--- src/sv/tesq_pkg.sv ---
// Package for the timed event sorted queue: constants, types and codes.
`timescale 1ns / 1ps
`default_nettype none
package tesq_pkg;

   localparam int QueueDepth   = 16;
   localparam int MaxResults   = 16;
   localparam int ChannelCount = 16;
   localparam int CountWidth   = $clog2(QueueDepth + 1);
   localparam int RelWidth     = $clog2(MaxResults + 1);

   localparam logic [1:0] OUTCOME_LISTENER = 2'd0;
   localparam logic [1:0] OUTCOME_NO_LISTENER = 2'd1;
   localparam logic [1:0] OUTCOME_DROPPED = 2'd2;

   localparam logic KIND_ADD  = 1'b0;
   localparam logic KIND_TICK = 1'b1;

   typedef struct packed {
      logic [15:0] delay;
      logic [7:0]  status;
      logic [7:0]  data_one;
      logic [7:0]  data_two;
   } entry_type;

   typedef enum logic [1:0] {
      OP_HOLD,
      OP_INSERT,
      OP_SHIFT,
      OP_DECR
   } cell_op_type;

   typedef enum logic {
      ST_IDLE,
      ST_RELEASE
   } state_type;

endpackage
`default_nettype wire

--- src/sv/tesq_cell.sv ---
// One queue cell: holds one event and moves it to or from its neighbors.
`timescale 1ns / 1ps
`default_nettype none
module tesq_cell (
   input  wire logic                  clock,
   input  wire tesq_pkg::cell_op_type op,
   input  wire logic                  occupied,
   input  wire tesq_pkg::entry_type   new_entry,
   input  wire tesq_pkg::entry_type   left_entry,
   input  wire tesq_pkg::entry_type   right_entry,
   input  wire logic                  left_after,
   output tesq_pkg::entry_type        entry,
   output logic                       after
);

   tesq_pkg::entry_type entry_ff;
   tesq_pkg::entry_type entry_in;

   // at or past the insert point: empty, or strictly later than the new event
   assign after = !occupied || (entry_ff.delay > new_entry.delay);
   assign entry = entry_ff;

   always_comb begin
      entry_in = entry_ff;
      case (op)
         tesq_pkg::OP_HOLD: begin
            entry_in = entry_ff;
         end
         tesq_pkg::OP_INSERT: begin
            if (after) begin
               entry_in = left_after ? left_entry : new_entry;
            end
         end
         tesq_pkg::OP_SHIFT: begin
            entry_in = right_entry;
         end
         tesq_pkg::OP_DECR: begin
            entry_in.delay = entry_ff.delay - 16'd1;
         end
         default: begin
            entry_in = entry_ff;
         end
      endcase
   end

   always_ff @(posedge clock) begin
      entry_ff <= entry_in;
   end

endmodule
`default_nettype wire

--- src/sv/timed_event_sorted_queue.sv ---
// Top level of the timed event sorted queue: control, cell chain, result register.
`timescale 1ns / 1ps
`default_nettype none
// Events sit in a row of cells sorted by delay; an add inserts in place,
// each cell taking either its own event, its left neighbor's, or the new one.
// An add is taken while idle and busy stays low. A tick moves to a release
// state: each released event is given up by the front cell while the row
// shifts left, then a final step applies the delay decrement to every cell
// unless the queue is empty or the front delay is already zero; busy is high
// from after the tick is accepted until that final step.
// Results appear for exactly one cycle with rsp_valid and cannot be held off;
// rsp_last marks the final result of an item. csr writes are always ready.
module timed_event_sorted_queue (
   input  wire logic        clock,
   input  wire logic        reset,
   input  wire logic        start,
   output logic             busy,
   input  wire logic        req_kind,
   input  wire logic [15:0] req_delay,
   input  wire logic [7:0]  req_status_byte,
   input  wire logic [7:0]  req_data_one,
   input  wire logic [7:0]  req_data_two,
   input  wire logic [15:0] req_now_time,
   output logic             rsp_valid,
   output logic [1:0]       rsp_outcome,
   output logic [3:0]       rsp_channel,
   output logic [7:0]       rsp_out_status,
   output logic [7:0]       rsp_out_data_one,
   output logic [7:0]       rsp_out_data_two,
   output logic             rsp_last,
   input  wire logic        csr_valid,
   output logic             csr_ready,
   input  wire logic [tesq_pkg::ChannelCount-1:0] csr_wdata
);

   localparam int Depth = tesq_pkg::QueueDepth;
   localparam int CW    = tesq_pkg::CountWidth;
   localparam int RW    = tesq_pkg::RelWidth;

   tesq_pkg::state_type   state_ff, state_in;
   tesq_pkg::cell_op_type op;
   logic [CW-1:0]         count_ff, count_in;
   logic [RW-1:0]         rel_ff, rel_in;
   logic [15:0]           now_ff, now_in;
   logic [tesq_pkg::ChannelCount-1:0] mask_ff;

   logic                  rsp_valid_ff, rsp_valid_in;
   logic [1:0]            rsp_outcome_ff, rsp_outcome_in;
   logic [7:0]            rsp_status_ff, rsp_status_in;
   logic [7:0]            rsp_data_one_ff, rsp_data_one_in;
   logic [7:0]            rsp_data_two_ff, rsp_data_two_in;
   logic                  rsp_last_ff, rsp_last_in;

   tesq_pkg::entry_type   new_entry;
   tesq_pkg::entry_type   cell_q [Depth];
   logic [Depth-1:0]      after;
   logic [Depth-1:0]      occupied;

   logic                  accept;
   logic                  full;
   logic                  front_due;
   logic                  next_due;

   assign busy      = (state_ff != tesq_pkg::ST_IDLE);
   assign accept    = start && !busy;
   assign csr_ready = 1'b1;
   assign full      = (count_ff == CW'(Depth));

   assign new_entry.delay    = req_delay;
   assign new_entry.status   = req_status_byte;
   assign new_entry.data_one = req_data_one;
   assign new_entry.data_two = req_data_two;

   genvar g;
   generate
      for (g = 0; g < Depth; g++) begin : g_cell
         assign occupied[g] = (CW'(g) < count_ff);
         if (g == 0) begin : g_first
            tesq_cell u_cell (
               .clock       (clock),
               .op          (op),
               .occupied    (occupied[g]),
               .new_entry   (new_entry),
               .left_entry  (new_entry),
               .right_entry (cell_q[g+1]),
               .left_after  (1'b0),
               .entry       (cell_q[g]),
               .after       (after[g])
            );
         end else if (g == Depth - 1) begin : g_last
            tesq_cell u_cell (
               .clock       (clock),
               .op          (op),
               .occupied    (occupied[g]),
               .new_entry   (new_entry),
               .left_entry  (cell_q[g-1]),
               .right_entry (cell_q[g]),
               .left_after  (after[g-1]),
               .entry       (cell_q[g]),
               .after       (after[g])
            );
         end else begin : g_mid
            tesq_cell u_cell (
               .clock       (clock),
               .op          (op),
               .occupied    (occupied[g]),
               .new_entry   (new_entry),
               .left_entry  (cell_q[g-1]),
               .right_entry (cell_q[g+1]),
               .left_after  (after[g-1]),
               .entry       (cell_q[g]),
               .after       (after[g])
            );
         end
      end
   endgenerate

   assign front_due = (count_ff != '0) && (rel_ff < RW'(tesq_pkg::MaxResults))
                      && (cell_q[0].delay <= now_ff);
   assign next_due  = (count_ff > CW'(1))
                      && ((rel_ff + RW'(1)) < RW'(tesq_pkg::MaxResults))
                      && (cell_q[1].delay <= now_ff);

   always_comb begin
      state_in        = state_ff;
      op              = tesq_pkg::OP_HOLD;
      count_in        = count_ff;
      rel_in          = rel_ff;
      now_in          = now_ff;
      rsp_valid_in    = 1'b0;
      rsp_outcome_in  = rsp_outcome_ff;
      rsp_status_in   = rsp_status_ff;
      rsp_data_one_in = rsp_data_one_ff;
      rsp_data_two_in = rsp_data_two_ff;
      rsp_last_in     = rsp_last_ff;
      case (state_ff)
         tesq_pkg::ST_IDLE: begin
            if (accept) begin
               if (req_kind == tesq_pkg::KIND_ADD) begin
                  if (full) begin
                     rsp_valid_in    = 1'b1;
                     rsp_outcome_in  = tesq_pkg::OUTCOME_DROPPED;
                     rsp_status_in   = req_status_byte;
                     rsp_data_one_in = req_data_one;
                     rsp_data_two_in = req_data_two;
                     rsp_last_in     = 1'b1;
                  end else begin
                     op       = tesq_pkg::OP_INSERT;
                     count_in = count_ff + CW'(1);
                  end
               end else begin
                  now_in   = req_now_time;
                  rel_in   = '0;
                  state_in = tesq_pkg::ST_RELEASE;
               end
            end
         end
         tesq_pkg::ST_RELEASE: begin
            if (front_due) begin
               rsp_valid_in    = 1'b1;
               rsp_outcome_in  = mask_ff[cell_q[0].status[3:0]] ?
                                 tesq_pkg::OUTCOME_LISTENER :
                                 tesq_pkg::OUTCOME_NO_LISTENER;
               rsp_status_in   = cell_q[0].status;
               rsp_data_one_in = cell_q[0].data_one;
               rsp_data_two_in = cell_q[0].data_two;
               rsp_last_in     = !next_due;
               op              = tesq_pkg::OP_SHIFT;
               count_in        = count_ff - CW'(1);
               rel_in          = rel_ff + RW'(1);
            end else begin
               if ((count_ff != '0) && (cell_q[0].delay != 16'd0)) begin
                  op = tesq_pkg::OP_DECR;
               end
               state_in = tesq_pkg::ST_IDLE;
            end
         end
         default: begin
            state_in = tesq_pkg::ST_IDLE;
         end
      endcase
   end

   always_ff @(posedge clock) begin
      if (reset) begin
         state_ff     <= tesq_pkg::ST_IDLE;
         count_ff     <= '0;
         rel_ff       <= '0;
         mask_ff      <= '0;
         rsp_valid_ff <= 1'b0;
      end else begin
         state_ff     <= state_in;
         count_ff     <= count_in;
         rel_ff       <= rel_in;
         rsp_valid_ff <= rsp_valid_in;
         if (csr_valid && csr_ready) begin
            mask_ff <= csr_wdata;
         end
      end
   end

   always_ff @(posedge clock) begin
      now_ff          <= now_in;
      rsp_outcome_ff  <= rsp_outcome_in;
      rsp_status_ff   <= rsp_status_in;
      rsp_data_one_ff <= rsp_data_one_in;
      rsp_data_two_ff <= rsp_data_two_in;
      rsp_last_ff     <= rsp_last_in;
   end

   assign rsp_valid        = rsp_valid_ff;
   assign rsp_outcome      = rsp_outcome_ff;
   assign rsp_channel      = rsp_status_ff[3:0];
   assign rsp_out_status   = rsp_status_ff;
   assign rsp_out_data_one = rsp_data_one_ff;
   assign rsp_out_data_two = rsp_data_two_ff;
   assign rsp_last         = rsp_last_ff;

   a_count_bound : assert property (@(posedge clock) disable iff (reset)
      count_ff <= CW'(Depth))
      else $error("queue count exceeds depth");

   a_drop_when_full : assert property (@(posedge clock) disable iff (reset)
      rsp_valid_ff && (rsp_outcome_ff == tesq_pkg::OUTCOME_DROPPED)
      |-> $past(count_ff) == CW'(Depth))
      else $error("drop reported while queue had room");

   a_more_follows : assert property (@(posedge clock) disable iff (reset)
      rsp_valid_ff && !rsp_last_ff |-> state_ff == tesq_pkg::ST_RELEASE)
      else $error("non-final result with no release in progress");

   a_front_sorted : assert property (@(posedge clock) disable iff (reset)
      count_ff >= CW'(2) |-> cell_q[0].delay <= cell_q[1].delay)
      else $error("front of queue out of order");

   a_add_grows : assert property (@(posedge clock) disable iff (reset)
      accept && (req_kind == tesq_pkg::KIND_ADD) && !full
      |=> count_ff == $past(count_ff) + CW'(1))
      else $error("add did not grow the queue");

endmodule
`default_nettype wire

--- config.mk ---
export PLATFORM = sky130hd
export DESIGN_NAME = timed_event_sorted_queue
export DESIGN_NICKNAME = d
export VERILOG_FILES = /design/src/sv/tesq_pkg.sv /design/src/sv/tesq_cell.sv /design/src/sv/timed_event_sorted_queue.sv
export SDC_FILE = /design/constraint.sdc
export NUM_CORES = 2
export LEC_CHECK = 0
export BUFFER_PORTS_ARGS = -buffer_cell sky130_fd_sc_hd__clkbuf_2
export CAP_MARGIN = 20
export CORE_ASPECT_RATIO = 1.2
export CORE_UTILIZATION = 40
export DETAILED_ROUTE_END_ITERATION = 7
export GPL_TIMING_DRIVEN = 0
export SYNTH_ARGS = -nofsm -noshare
export SYNTH_HDL_FRONTEND = slang
export SYNTH_SLANG_ARGS = --single-unit
--- constraint.sdc ---
create_clock -name clock -period 7.2 [get_ports clock]
set_clock_uncertainty 0.1 [all_clocks]
set_input_delay 0.72 -clock clock [delete_from_list [all_inputs] [get_ports clock]]
set_output_delay 0.72 -clock clock [all_outputs]
set_load 0.02 [all_outputs]
Yosys cells after proc, flatten, opt, wreduce, memory -nomap -nowiden
Cells that the tools add are included.
W data, S select, Z words.
- register bits: 711
- logic and storage cells: 355
- input port bits: 77
- output and inout port bits: 34
- bitwise gates (word level): 3
- add/sub/neg operators: 19
- equal/unequal tests: 26
- order comparisons: 38
- reduce and logical (&&, ||, !) cells: 81
- mux-type cells: 113
- operators with widths (operator ; count):
    $mux W40 ; 31
    $pmux W16 S3 ; 15
    $pmux W24 S2 ; 15
    $gt A16 B16 Y1 ; 16
    $sub A16 B1 Y16 const B ; 16
    $mux W8 ; 12
    $reduce_and A2 Y1 ; 32
    $pmux W8 S2 ; 3
    $lt A4 B5 Y1 const A ; 8
    $mux W5 ; 7
    $ne A2 B1 Y1 const B ; 17
    $le A16 B16 Y1 ; 2
    $pmux W16 S2 ; 1
    $lt A3 B5 Y1 const A ; 4
    $pmux W5 S2 ; 2
    $logic_not A1 Y1 ; 18
    $logic_or A1 B1 Y1 ; 16
    $reduce_bool A16 Y1 ; 1
    $mux W1 ; 15
    $mux W2 ; 6
    $add A5 B1 Y5 const B ; 2
    $lt A1 B5 Y1 const A ; 2
    $lt A2 B5 Y1 const A ; 2
    $lt A5 B5 Y1 const B ; 2
    18 further kinds ; 35

Longest topological paths before layout
- word-level depth: 9
- mapped depth: 12
- depth with buffers taken out: 9

Hierarchy
From an unflattened synthesis, not the netlist that was laid out.
- cells, all modules: 5114
- area total of the unflattened synthesis: 49573.8 um^2
- by module, submodules not included (module ; cells each ; area each (um^2) ; seq. area each (um^2) ; times used):
    tesq_cell at g_cell[0].g_first.u_cell ... ; 297 ; 2849.0 ; 1201.2 ; 13
    tesq_cell at g_cell[7].g_mid.u_cell ... ; 296 ; 2836.5 ; 1201.2 ; 3
    timed_event_sorted_queue ; 365 ; 4027.6 ; 1851.8 ; 1

Worst setup path before layout
OpenSTA, ideal clock, no wires.
- path type: input-to-reg
- start: input port req_delay[15]
- end: register g_cell[0].g_first.u_cell.entry_ff (netlist bit g_cell[0].g_first.u_cell.entry[0]), enable pin
- path slack: 1.798 ns
- setup time: 0.438 ns
- buffers on the path: 3
- arrival time: 4.863 ns
- required time: 6.662 ns
- stages: 11
- cells stage by stage: clkbuf_1 inv_1 ha_1 and3_1 nand4_1 or3_1 a21o_1 a41o_1 clkbuf_1 clkbuf_1 o21ai_0
- cells in the longest elaborated chain, start to end: 4
- RTL lines (what ; RTL line ; source):
    start, declared ; timed_event_sorted_queue.sv:19 ; input wire logic [15:0] req_delay,
    $gt A16 B16 Y1 ; tesq_cell.sv:20 ; assign after = !occupied || (entry_ff.delay > new_entry.delay);
    $logic_or A1 B1 Y1 ; tesq_cell.sv:20 ;
    $ne A2 B1 Y1 (no line) ; -- ;
    $reduce_and A2 Y1 (no line) ; -- ;
    end signal, assigned ; tesq_cell.sv:47 ; entry_ff <= entry_in;
    end, declared ; tesq_cell.sv:16 ; tesq_pkg::entry_type entry_ff;
Every way passes these cells.
A chain may end at the register's enable or synchronous reset.

Worst setup path in the final report
- start: input port req_delay[7]
- end: register g_cell[5].g_mid.u_cell.entry_ff (netlist bit g_cell[5].g_mid.u_cell.entry[37]), enable pin
- cells in the longest elaborated chain, start to end: 4
- RTL lines (what ; RTL line):
    $gt A16 B16 Y1 ; tesq_cell.sv:20
    $logic_or A1 B1 Y1 ; tesq_cell.sv:20
    $ne A2 B1 Y1 (no line) ; --
    $reduce_and A2 Y1 (no line) ; --
    end signal, assigned ; tesq_cell.sv:47
    end, declared ; tesq_cell.sv:16
Every way passes these cells.

==> out/results.md <==
| Item | Value |
|---|---|
| Crit Reg-Reg Startpoint | count_ff[1]$_SDFFE_PP0P_ |
| Peak Freq | 144 MHz |
| Sinks on the clock net | 711 |
| Start point of the critical path | req_delay[7] |
| Number of global-route vias before repair | 40100 |
| Clock edge transition at the registers on the reported setup and hold paths | 0.06 ns |
| Biggest area consumer among synthesized cells | edfxtp_1 |
| Final hold slack | 0.0783 ns |
| Simple-gate share of the synthesized area | 12.2% |
| Initial antenna violation count | 4 |
| Arithmetic-cell share of the synthesized area counting full adders, half adders and majority gates | 8.35% |
| RSZ-0062 raised after global routing | no |
| Fill cell count | 11000 |
| Launch instance of the worst min-delay path | req_now_time[3] |
| Maximum number of pins on one net before global-route repair | 29 |
| Most numerous cell in the Yosys netlist | nand2_1 |
| Total negative setup slack | 0 ns |
| Cell types with the largest area share after synthesis | edfxtp_1, mux2i_1, ha_1 |
| Global-route wire length before repair | 283000 um |
| Power per cell area | 244 mW/mm2 |
| Proportion of synthesized chip area in sequential cells | 45.6% |
| Vias after detailed routing | 40300 |
| Metal2 WL | 91900 um |
| Count of endpoints failing setup in the final report | 0 |
| Fin. max-slew vios | 0 |
| Clock tree root buffer cell | clkbuf_16 |
| Summed instance area of the synthesized netlist | 0.0462 mm2 |
| Layout cells sized above 1 | 8.49% |
| Relative max-transition margin | 3.10% |
| Quantity of I/O buffers inserted on ports | 107 |
| Clock Latency Late Sink | 0.71 ns |
| Starting density of the core | 40.3% |
| Average wire per cell in the routed design | 31.7 um |
| Area share of the largest cell type after synthesis | 44.4% |
| RD Place Congestion | 1.02 |
| Total global routing overflow | 0 |
| Crit start category | input pin |
| Arrival time at the worst endpoint | 7.17 ns |
| DIE WIDTH | 312 um |
| Avg Inst Size Synth | 10.3 um2 |
| Placed wire-length estimate after detailed placement | 147000 um |
| Type of the worst setup path | in -> reg |
| Register bit count reported by yosys | 711 |
| Die Y-Extent | 374 um |
| Number of top-level pins | 111 |
| Area of the core | 0.115 mm2 |
| M1 WL | 74200 um |
| Count of flip-flops with a built-in enable after synthesis | 683 |
| Most used flip-flop cell after synthesis | edfxtp_1 |
| Tmin final | 6.95 ns |
| Portion of netlist area occupied by mux cells | 11.8% |
| Post-layout nets | 5120 |
| CTS buffer count | 85 |
| Worst VDD drop | 200 uV |
| Leakage Power | 18.5 nW |
| Iter 0 DRT Violations | 4787 |
| Hold/Removal Path Class | in -> reg |
| Setup fix buffers added after clock tree synthesis | 0 |
| Share of the cycle needed by the critical path after routing | 96.5% |
| Leading post-synthesis cells by instance count | nand2_1, edfxtp_1, mux2i_1 |
| Die area | 0.117 mm2 |
| Result of the run | complete, no violations |
| Row count | 136 |
| Post-CTS sizing | 0 |
| Mapped Nets | 4880 |
| CP required | 7.42 ns |
| Slew at the pin closest to its max-slew limit | 1.45 ns |
| Endpoint type of the worst setup path | flip-flop |
| Async set-reset flop share out of synthesis | 0% |
| Via count normalized by instance count | 6.38 |
| Top fanout value on the critical path | 16 |
| Overall routing resource usage | 33.4% |
| Largest family of logic cells by synthesized area | compound AO/OA/AOI/OAI gates |
| Uppermost signal routing layer after detailed routing | met5 |
| Total routed wirelength | 200000 um |
| H-tree depth | 3 |
| Layout overhead on the synthesized area | 13.7% |
| Synthesis Warnings | 0 |
| Area share of xor/xnor cells in the synthesized design | 4.12% |
| TritonCTS clock tree | yes |
| Gate Count Post-Synth | 4495 |
| Complex-gate fraction of the synthesized area | 14.5% |
| Sum of met3 wire segment lengths after detailed routing | 18200 um |
| Number of iterations in the first detailed-routing pass | 6 |
| DRC viols | 0 |
| Post-CTS Hold Buffers | 0 |
| Number of maximum-capacitance violations | 0 |
| Yosys cell types | 72 |
| Final number of hold-violating endpoints | 0 |
| Post-detailed-route count of antenna-violating nets | 0 |
| Clock Path Buffers | 3 |
==> final timing paths <==
check	cells past startpoint	to	slack, ns
worst min register to register	2	mask_ff[9]$_SDFFE_PP0P_	0.39
worst max-delay path	14	g_cell[5].g_mid.u_cell.entry[37]$_DFFE_PP_	0.25
worst min-delay path	1	now_ff[3]$_DFFE_PP_	0.08
worst max register to register	11	g_cell[5].g_mid.u_cell.entry[37]$_DFFE_PP_	1.51
==> layout make-up <==
cell class	instances	area (um2)	area share, %
sequential	711	21100	40.1
buffer	321	1260	2.40
tap	1518	1900	3.62
clock inverter	45	572	1.09
antenna	4	10.0	0.0191
clock buffer	111	2360	4.50
multi-input combinational	3387	23700	45.2
inverter	76	285	0.544
timing repair buffer	153	1320	2.52
==> stage by stage <==
stage	setup slack, ns	cell area (um2)	instances	total power, W	utilization, %
after floorplan	1.80	46200	4495	0.00701	-
after global placement	-3.07	48600	6120	0.00799	42.4
after detailed placement	-0.0198	49300	6156	0.00810	43.1
after CTS	0.724	52300	6312	0.0127	45.6
after global routing	0.444	52500	6323	0.0131	45.8
final	0.253	52500	6326	0.0128	45.8
==> cell usage in the layout, fill, tap and decap left out, types with 21 or more instances in the layout <==
master,netlist,layout
xor2_1,131,131
buf_2,28,30
nand4_1,50,50
o211ai_1,86,86
clkbuf_2,0,108
ha_1,308,308
nor4_1,49,49
o21ai_0,470,461
o221ai_1,82,82
a21o_1,29,29
nor2b_1,22,22
a21oi_1,130,118
or4_1,23,23
clkbuf_16,0,91
inv_1,75,61
nor3_1,66,65
nand3_1,111,111
buf_8,0,21
mux2_2,28,28
a22oi_1,149,149
a211oi_1,27,27
or3_1,26,26
edfxtp_1,683,683
nand2_1,692,692
buf_1,25,24
mux2i_1,501,501
dfxtp_1,28,28
clkbuf_1,263,281
xnor2_1,86,86
nor2_1,147,141
==> critical path, cell delays in order <==
cell and delay [ns]:
clkbuf_2 0.39, clkbuf_1 0.93, inv_1 0.74, buf_16 0.38, ha_1 0.35, nand2_1 0.06, nor2_1 0.12, a2111oi_0 0.09
a221o_1 0.33, a31oi_1 0.68, clkbuf_1 0.86, buf_1 0.47, nor2_1 0.15, nor2_2 0.86
==> report_power, final <==
group,total [W],switching (W),internal [W]
combinational,0.00246,0.00156,0.000896
sequential,0.00569,0.000552,0.00514
clock,0.00465,0.00201,0.00263
==> state kept, by name, indices dropped and copies added (netlist names), 8 cells and up <==
register / cells
rsp_out_status: 8
mask_ff: 16
g_cell.g_mid.u_cell.entry: 560
g_cell.g_last.u_cell.entry: 40
rsp_out_data_two: 8
rsp_out_data_one: 8
now_ff: 16
g_cell.g_first.u_cell.entry: 40
==> logic make-up (layout without fill, tap and decap cells) <==
group | count (synthesis) | in the layout
flip-flops | 711 | 711
buffers and inverters | 397 | 706
adder cells (fa/ha/maj) | 308 | 308
XOR/XNOR | 217 | 217
AND/OR/NAND/NOR | 1259 | 1259
AO/OA/AOI/OAI | 1068 | 1068
multiplexers | 534 | 534
other | 1 | 5
==> metal layers <==
| layer | global-route usage [%] | up-vias |
|---|---|---|
| li1 | - | 17400 |
| met1 | 40.0 | 19900 |
| met2 | 53.9 | 2335 |
| met3 | 6.26 | 682 |
| met4 | 23.6 | 4 |
| met5 | 0 | - |
Note: power is estimated with default switching activity, not from simulation.
